[src/hw/rtl/npc_pkg.sv]
package npc_pkg;

  localparam int DEF_ENTRIES = 256;
  localparam int IDX_W       = 8;
  localparam int CH_W        = 8;
  localparam int SQ_W        = 2 * CH_W;
  // three squared channel differences, at most 195075
  localparam int DIST_W      = 18;
  localparam int CS_W        = 4;
  localparam int LIMIT_W     = IDX_W + 1;

  localparam logic [CS_W-1:0]   SEARCH_BITS_RESET = 4'd8;
  localparam logic [CS_W-1:0]   SEARCH_BITS_MIN   = 4'd1;
  localparam logic [CS_W-1:0]   SEARCH_BITS_MAX   = 4'd8;
  localparam logic [DIST_W-1:0] DIST_INIT         = '1;

  localparam logic REQ_PIXEL = 1'b0;
  localparam logic REQ_WRITE = 1'b1;

  typedef struct packed {
    logic              valid;
    logic              wr;
    logic [IDX_W-1:0]  idx;
    logic [CH_W-1:0]   red;
    logic [CH_W-1:0]   green;
    logic [CH_W-1:0]   blue;
    logic [DIST_W-1:0] best;
    logic [IDX_W-1:0]  best_idx;
  } npc_item_t;

  // built-in palette: index = r3 g3 b2
  function automatic logic [3*CH_W-1:0] default_entry(input logic [IDX_W-1:0] i);
    logic [CH_W-1:0] r;
    logic [CH_W-1:0] g;
    logic [CH_W-1:0] b;
    r = {i[7:5], 5'd0};
    g = {i[4:2], 5'd0};
    b = {i[1:0], 6'd0};
    return {r, g, b};
  endfunction

  function automatic logic [SQ_W-1:0] sq_diff(input logic [CH_W-1:0] a,
                                              input logic [CH_W-1:0] b);
    logic [CH_W-1:0] d;
    logic [SQ_W-1:0] dw;
    d  = (a > b) ? (a - b) : (b - a);
    dw = SQ_W'(d);
    return SQ_W'(dw * dw);
  endfunction

endpackage

[src/hw/rtl/npc_cell.sv]
module npc_cell #(
  parameter int CELL_INDEX = 0
) (
  input  logic                    clk,
  input  logic                    rst,
  input  logic                    advance,
  input  logic [npc_pkg::LIMIT_W-1:0] limit,
  input  npc_pkg::npc_item_t      in_item,
  output npc_pkg::npc_item_t      out_item
);
  import npc_pkg::*;

  localparam logic [LIMIT_W-1:0] CELL_POS = LIMIT_W'(CELL_INDEX);

  logic [3*CH_W-1:0] entry;
  npc_item_t         a_item;
  logic              a_use;
  logic [SQ_W-1:0]   a_sq_r;
  logic [SQ_W-1:0]   a_sq_g;
  logic [SQ_W-1:0]   a_sq_b;
  logic [DIST_W-1:0] sum_sq;
  npc_item_t         b_next;

  // palette entry held by this cell, updated by a write as it passes
  always_ff @(posedge clk) begin
    if (rst) begin
      entry <= default_entry(CELL_POS[IDX_W-1:0]);
    end else if (advance && in_item.valid && in_item.wr &&
                 in_item.idx == CELL_POS[IDX_W-1:0]) begin
      entry <= {in_item.red, in_item.green, in_item.blue};
    end
  end

  // first half: channel differences squared
  always_ff @(posedge clk) begin
    if (rst) begin
      a_item <= '0;
      a_use  <= 1'b0;
    end else if (advance) begin
      a_item <= in_item;
      a_use  <= in_item.valid && !in_item.wr && (CELL_POS < limit);
    end
  end

  always_ff @(posedge clk) begin
    if (advance) begin
      a_sq_r <= sq_diff(entry[3*CH_W-1:2*CH_W], in_item.red);
      a_sq_g <= sq_diff(entry[2*CH_W-1:CH_W], in_item.green);
      a_sq_b <= sq_diff(entry[CH_W-1:0], in_item.blue);
    end
  end

  // second half: sum and keep the smaller, strict compare keeps the lower index
  always_comb begin
    sum_sq = DIST_W'(a_sq_r) + DIST_W'(a_sq_g) + DIST_W'(a_sq_b);
    b_next = a_item;
    if (a_use && sum_sq < a_item.best) begin
      b_next.best     = sum_sq;
      b_next.best_idx = CELL_POS[IDX_W-1:0];
    end
  end

  always_ff @(posedge clk) begin
    if (rst) begin
      out_item <= '0;
    end else if (advance) begin
      out_item <= b_next;
    end
  end

endmodule

[config.mk]
export PLATFORM = sky130hd
export DESIGN_NAME = npc_cell
export DESIGN_NICKNAME = d
export VERILOG_FILES = /design/src/hw/rtl/npc_pkg.sv /design/src/hw/rtl/npc_cell.sv
export SDC_FILE = /design/constraint.sdc
export NUM_CORES = 1
export LEC_CHECK = 0
export BUFFER_PORTS_ARGS = -buffer_cell sky130_fd_sc_hd__buf_2
export CAP_MARGIN = 5
export CORE_ASPECT_RATIO = 0.9
export CORE_MARGIN = 2
export CORE_UTILIZATION = 48
export CTS_BUF_LIST = sky130_fd_sc_hd__clkbuf_8
export CTS_CLUSTER_SIZE = 24
export DETAILED_ROUTE_END_ITERATION = 10
export GPL_ROUTABILITY_DRIVEN = 0
export PLACE_DENSITY = 0.8
export RECOVER_POWER = 50
export SYNTH_ARGS = -nofsm -noshare
export SYNTH_HDL_FRONTEND = slang
export SYNTH_SLANG_ARGS = --single-unit
[constraint.sdc]
create_clock -name clk -period 6.2 [get_ports clk]
set_input_delay 0.31 -clock clk [delete_from_list [all_inputs] [get_ports clk]]
set_output_delay 0.31 -clock clk [all_outputs]
set_load 0.02 [all_outputs]
==> results.ini, run 1 <==
[status]
status = finished, violations left
violations = capacitance limit, slew limit

[global_route]
globalRouteTotalUtil = 0.200
grt_pass1_vias = 11400
grt.overflow.total = 0
grt_pass1_wl_mm = 53.0
antenna_found_initial = 0
grt_start_max_net_pins = 95

[layout]
drive_above_1_share = 0.158
final_nets = 2113
fill_cells = 2634
area_growth_syn_to_layout_pct = 15.0
antenna_cells = 0
fin_util = 0.556

[setup_path]
reg2reg_from = entry[16]
crit_start = entry[16]
worstSetupEndpointType = register
crit_required_ns = 6.44
arrival_ns = 6.28
crit_type = register to register
critPathLaunchType = register
critPathMaxFanout = 5

[cts]
insertion_delay_ns = 0.50
cts.sinks = 190
clock-root-buffer = clkbuf_8
cts_tree = built
htreeDepth = 4
cts_buffers = 17
cts.clk_slew.worst_paths_ns = 0.10
clk_path_buf_depth = 2

[yosys]
netlist_area_sq_um = 14800
synth_area_per_cell_sq_um = 9.18
ys_async_sr_fraction = 0
yosysWarnings = 0
synth-seq-cells = 190
synth.most_common_cell = nor2_1
synth_ff_type = dfxtp_1
syn_inst = 1614
synth_cell_types = 69
ys_seq_area_frac = 0.287
ys_top_cells_by_area = dfxtp_1, ha_1, fa_1
synthTopCellsByCount = nor2_1, inv_1, ha_1
synth_top_area_cell = dfxtp_1
netlist.area_leader.share = 0.196
synth-edff-count = 45

[place]
place_ws_ns = -0.195
dpl.hpwl_mm = 24.3
port_buffers = 131

[sta]
rsz0062_at_grt = true
setup_viol = 0
min_period_ns = 6.04
period_share = 0.975
hold_viol = 0
relSlewSlack = -2.37
final_max_slew_viol_count = 95
finalClockSkew_ns = 0.0234
worst_pin_slew_ns = 5.06
whs_ns = 0.0616
fmax_mhz = 165
setup_ws_ns = 0.157

[pwr]
power_per_cell_area_nw_per_um2 = 471
vdd_drop_max_uv = 376
total_leakage_power_uw = 0.00807

[hold_path]
hp-class = input pin to register
hold_start = in_item[9]

[detailed_routing]
wirelength_mm = 32.5
vias_per_cell = 5.24
drt_first_pass_iters = 5
route.detailed.wl_per_inst_um = 14.8
drt_iter0_markers = 523
dr_total_vias = 11500
routed.top_layer = met4
wl_met1_mm = 14.6
drc_errors = 0
dr_wl_met2_mm = 15.7
detail-route-antenna-nets = 0
wl_met3_mm = 1.66

[floorplan]
floorplan.die_area_sq_um = 32300
initial_core_util = 0.483
chipWidth_um = 189
num_rows = 61
core_area_sq_um = 30700
ios = 132
fp.dieH_um = 171

[job]
cap_violations = 1

## state kept, by name, indices dropped and copies added, names as in the netlist
| register | count |
|---|---|
| a_item | 60 |
| out_item | 60 |
| entry | 24 |
| a_sq_b | 15 |
| a_sq_g | 15 |
| a_sq_r | 15 |
| a_use | 1 |
## worst max-delay path, stage by stage (launching register included)
cell and delay, ns:
dfxtp_2 0.35, inv_2 0.06, ha_4 0.11, inv_2 0.04
fa_2 0.38, a21o_1 0.20, a221oi_4 0.32, a211oi_4 0.14
mux2_4 0.34, a221oi_4 0.37, xor2_4 0.26, buf_6 0.15
nor2_4 0.05, fa_1 0.50, xnor2_2 0.18, xnor2_2 0.16
fa_1 0.48, inv_1 0.05, fa_1 0.50, inv_2 0.05
ha_4 0.21, nor2b_2 0.16, o211ai_1 0.19, nand2_1 0.12
a41oi_2 0.17, nor2b_2 0.18, xnor2_1 0.08
## routing by layer
layer | vias up | global-route usage
met2 | 294 | 0.352
met4 | 0 | 0.0455
li1 | 5668 | -
met5 | - | 0
met1 | 5517 | 0.258
met3 | 44 | 0.0330
## cell usage in the layout, fill, tap and decap left out, types with 45 or more instances in the layout
cell and instances:
nor2_1 246, inv_1 225, buf_4 67, clkbuf_1 64, mux2i_1 115, dfxtp_1 141, xnor2_1 46, fa_1 91
ha_1 153, a21oi_1 82, buf_2 69, edfxtp_1 45
## path summary, 6_finish.rpt
kind	to	slack (ns)	cells after the start
worst max-delay path	a_sq_r[13]	0.16	26
worst min-delay path	a_item[9]	0.06	3
worst max register to register	a_sq_r[13]	0.16	26
worst min register to register	out_item[1]	0.48	2
## cell type report
type / count / area [sq um] / share of cell area
clock inverter: 10 / 100 / 0.00587
sequential: 190 / 4260 / 0.250
multi-input combinational: 1134 / 9920 / 0.582
tap: 409 / 512 / 0.0300
inverter: 233 / 875 / 0.0513
timing repair buffer: 203 / 1110 / 0.0651
clock buffer: 20 / 275 / 0.0161
## metrics by stage
step / cells / area, sq um / total power [uW] / TNS (ns)
global placement: 2162 / 16300 / 6580 / -0.0182
global route: 2199 / 17100 / 8770 / -0.858
CTS: 2192 / 16700 / 7690 / 0
detailed placement: 2162 / 16300 / 6800 / -0.925
finish: 2199 / 17100 / 8020 / 0
floorplan: 1617 / 14800 / 5460 / 0
## report_power, final
part           switching, uW  total [uW]  internal, uW
clock                    467         818           351
combinational           3060        5510          2450
sequential               117        1700          1580
total                   3640        8020          4380
## logic make-up (layout without fill, tap and decap cells)
| group | count (synthesis) | count (layout) | share of synthesized area |
|---|---|---|---|
| AO/OA/AOI/OAI | 239 | 239 | 0.106 |
| adder cells (fa/ha/maj) | 262 | 262 | 0.270 |
| other | 2 | 5 | 0.000507 |
| XOR/XNOR | 78 | 78 | 0.0479 |
| multiplexers | 121 | 121 | 0.0821 |
| AND/OR/NAND/NOR | 429 | 429 | 0.132 |
| buffers and inverters | 293 | 466 | 0.0749 |
| flip-flops | 190 | 190 | 0.287 |
## repair_timing
item                                   in CTS  in global routing
buffers inserted                            0                  7
endpoints found under the hold margin       0                  0
setup endpoints to repair                  10                 15
hold buffers                                0                  0
pin swaps                                   2                 45
resized for setup                          16                 80
Power figures use the tool's default switching activity.
==> run 2, diff against run 1 <==
--- a/config.mk
+++ b/config.mk
@@ -16,6 +16,7 @@
 export GPL_ROUTABILITY_DRIVEN = 0
 export PLACE_DENSITY = 0.8
 export RECOVER_POWER = 50
+export SETUP_SLACK_MARGIN = 0.2
 export SYNTH_ARGS = -nofsm -noshare
 export SYNTH_HDL_FRONTEND = slang
 export SYNTH_SLANG_ARGS = --single-unit
==> run 2 against run 1 <==
  * The flow still finishes with violations (capacitance limit, slew limit)
  * Final cell count increased by 0.27%
  * Global-route usage grew 0.82 points
  * Non-clock buffer count up 3
  * Hold slack worse by 0.024 ns
  * Setup slack got worse by 0.036 ns
  * Fmax shrank 0.59%
  * Power up 3.0%
  * Clock-buffer cell count decreased by 2
  * Sequential cell count stayed put
  * Critical endpoint unchanged
  * Highest routed layer unchanged
==> results.ini, run 2 (synthesized netlist as in run 1, its figures left out) <==
[place]
place_ws_ns = -0.144
dpl.hpwl_mm = 24.8
port_buffers = 131

[detailed_routing]
drt_iter0_markers = 687
drc_errors = 0
route.detailed.wl_per_inst_um = 15.5
vias_per_cell = 5.25
detail-route-antenna-nets = 0
wirelength_mm = 34.2
drt_first_pass_iters = 9
dr_total_vias = 11600

[global_route]
grt_start_max_net_pins = 89
grt.overflow.total = 0
globalRouteTotalUtil = 0.208
antenna_found_initial = 0
grt_pass1_vias = 11600
grt_pass1_wl_mm = 54.6

[layout]
fin_util = 0.564
regArea_sq_um = 4260
final_cell_mix = nor2_1, inv_1, dfxtp_1, ha_1, mux2i_1
drive_above_1_share = 0.178
area_growth_syn_to_layout_pct = 16.7
final_common_cell = nor2_1
fill_cells = 2606
antenna_cells = 0
reg_top3 = a_item x60, out_item x60, entry x24
final_nets = 2117
multi_input_area_sq_um = 10100

[sta]
worst_pin_slew_ns = 4.03
finalClockSkew_ns = 0.0243
setup_viol = 0
setup_ws_ns = 0.122
relSlewSlack = -1.68
min_period_ns = 6.08
rsz0062_at_grt = true
fmax_mhz = 165
hold_viol = 0
period_share = 0.980
final_max_slew_viol_count = 117

[cts]
insertion_delay_ns = 0.51
cts.clk_slew.worst_paths_ns = 0.11
clock-root-buffer = clkbuf_8
cts_tree = built
hold_buffers = 0
cts_buffers = 17
htreeDepth = 4
cts.sinks = 190
clk_path_buf_depth = 2

[setup_path]
critPathLaunchType = register
arrival_ns = 6.33
critPathMaxFanout = 6
cp_slowest_stage_delay_ns = 0.52
crit_type = register to register
crit_required_ns = 6.46
path_buf_inv = 5
path_delay_family = adder cells
crit_top_cell = fa_1
worstSetupEndpointType = register
critPathSlowestCell = fa_1

[status]
status = finished, violations left
violations = capacitance limit, slew limit

[hold_path]
hp-class = input pin to register

[job]
cap_violations = 2

[floorplan]
ios = 132
fp.dieH_um = 171
num_rows = 61
core_area_sq_um = 30700
initial_core_util = 0.483
chipWidth_um = 189
floorplan.die_area_sq_um = 32300

[pwr]
total_leakage_power_uw = 0.00812
vdd_drop_max_uv = 458
power_per_cell_area_nw_per_um2 = 478

run 2: cell types whose count changed in the layout (fill, tap and decap cells not counted), moves of 5 or more:
| cell | change |
|---|---|
| clkinv_4 | +5 |
| ha_4 | +9 |
| ha_2 | +5 |
| nor2_1 | -7 |
| nor2_2 | +6 |
| ha_1 | -14 |
run 2: area by class of cell:
class,count,area share
well taps,409,0.0296
clock buffers,18,0.0143
flip-flops and latches,190,0.246
clock inverters,14,0.00883
repair buffers,206,0.0666
multi-input cells,1135,0.584
inverters,233,0.0506
run 2: path summary, 6_finish.rpt:
check	start	endpoint	slack, ns	cells past startpoint
worst max-delay path	entry[16]	a_sq_r[13]	0.12	26
worst min-delay path	in_item[16]	a_item[16]	0.04	3
worst max register to register	entry[16]	a_sq_r[13]	0.12	26
worst min register to register	out_item[0]	out_item[0]	0.47	2
run 2: worst register-to-register path, cell delays in order (launching register included):
cell and delay [ns]:
dfxtp_2 0.34, inv_2 0.06, ha_4 0.12, inv_2 0.04
fa_2 0.34, a21o_1 0.21, a221oi_4 0.30, a211oi_4 0.14
buf_4 0.16, mux2_2 0.29, a221oi_4 0.27, xor2_4 0.33
nor2_4 0.08, fa_1 0.49, xnor2_2 0.16, xnor2_1 0.15
fa_1 0.49, inv_1 0.05, fa_1 0.52, inv_1 0.06
ha_4 0.26, nor2b_2 0.16, o211ai_1 0.17, nand2_1 0.13
a41oi_2 0.26, nor2b_4 0.18, xnor2_1 0.08
run 2: stage by stage:
step                std cells  setup TNS, ns  power [uW]  cell area [sq um]  hold slack, ns
floorplan                1617              0        5550              14900           0.422
finish                   2205              0        8260              17300          0.0372
global route             2205         -0.410        8970              17300          0.0127
detailed placement       2140         -0.758        6810              16200           0.456
global placement         2140              0        6560              16200           0.451
CTS                      2189              0        7880              16900         0.00546
run 2: where the power goes:
group          switching, uW  total (uW)  internal (uW)
clock                    520         864            344
combinational           3160        5690           2530
sequential               126        1710           1580
total                   3810        8260           4460
run 2: timing repair:
item / CTS / global route
endpoints found under the setup margin: 13 / 17
cloned: 0 / 2
setup buffers: 17 / 14
pin swaps: 34 / 55
gates resized for setup: 42 / 83
run 2: per-layer routing:
metal  vias up  global-route usage  wire [um]
li1       5684                   -          -
met1      5543               0.266      15300
met2       307               0.366      16600
met3        51              0.0365       1640
met4         0              0.0526        699
met5         -                   0          0
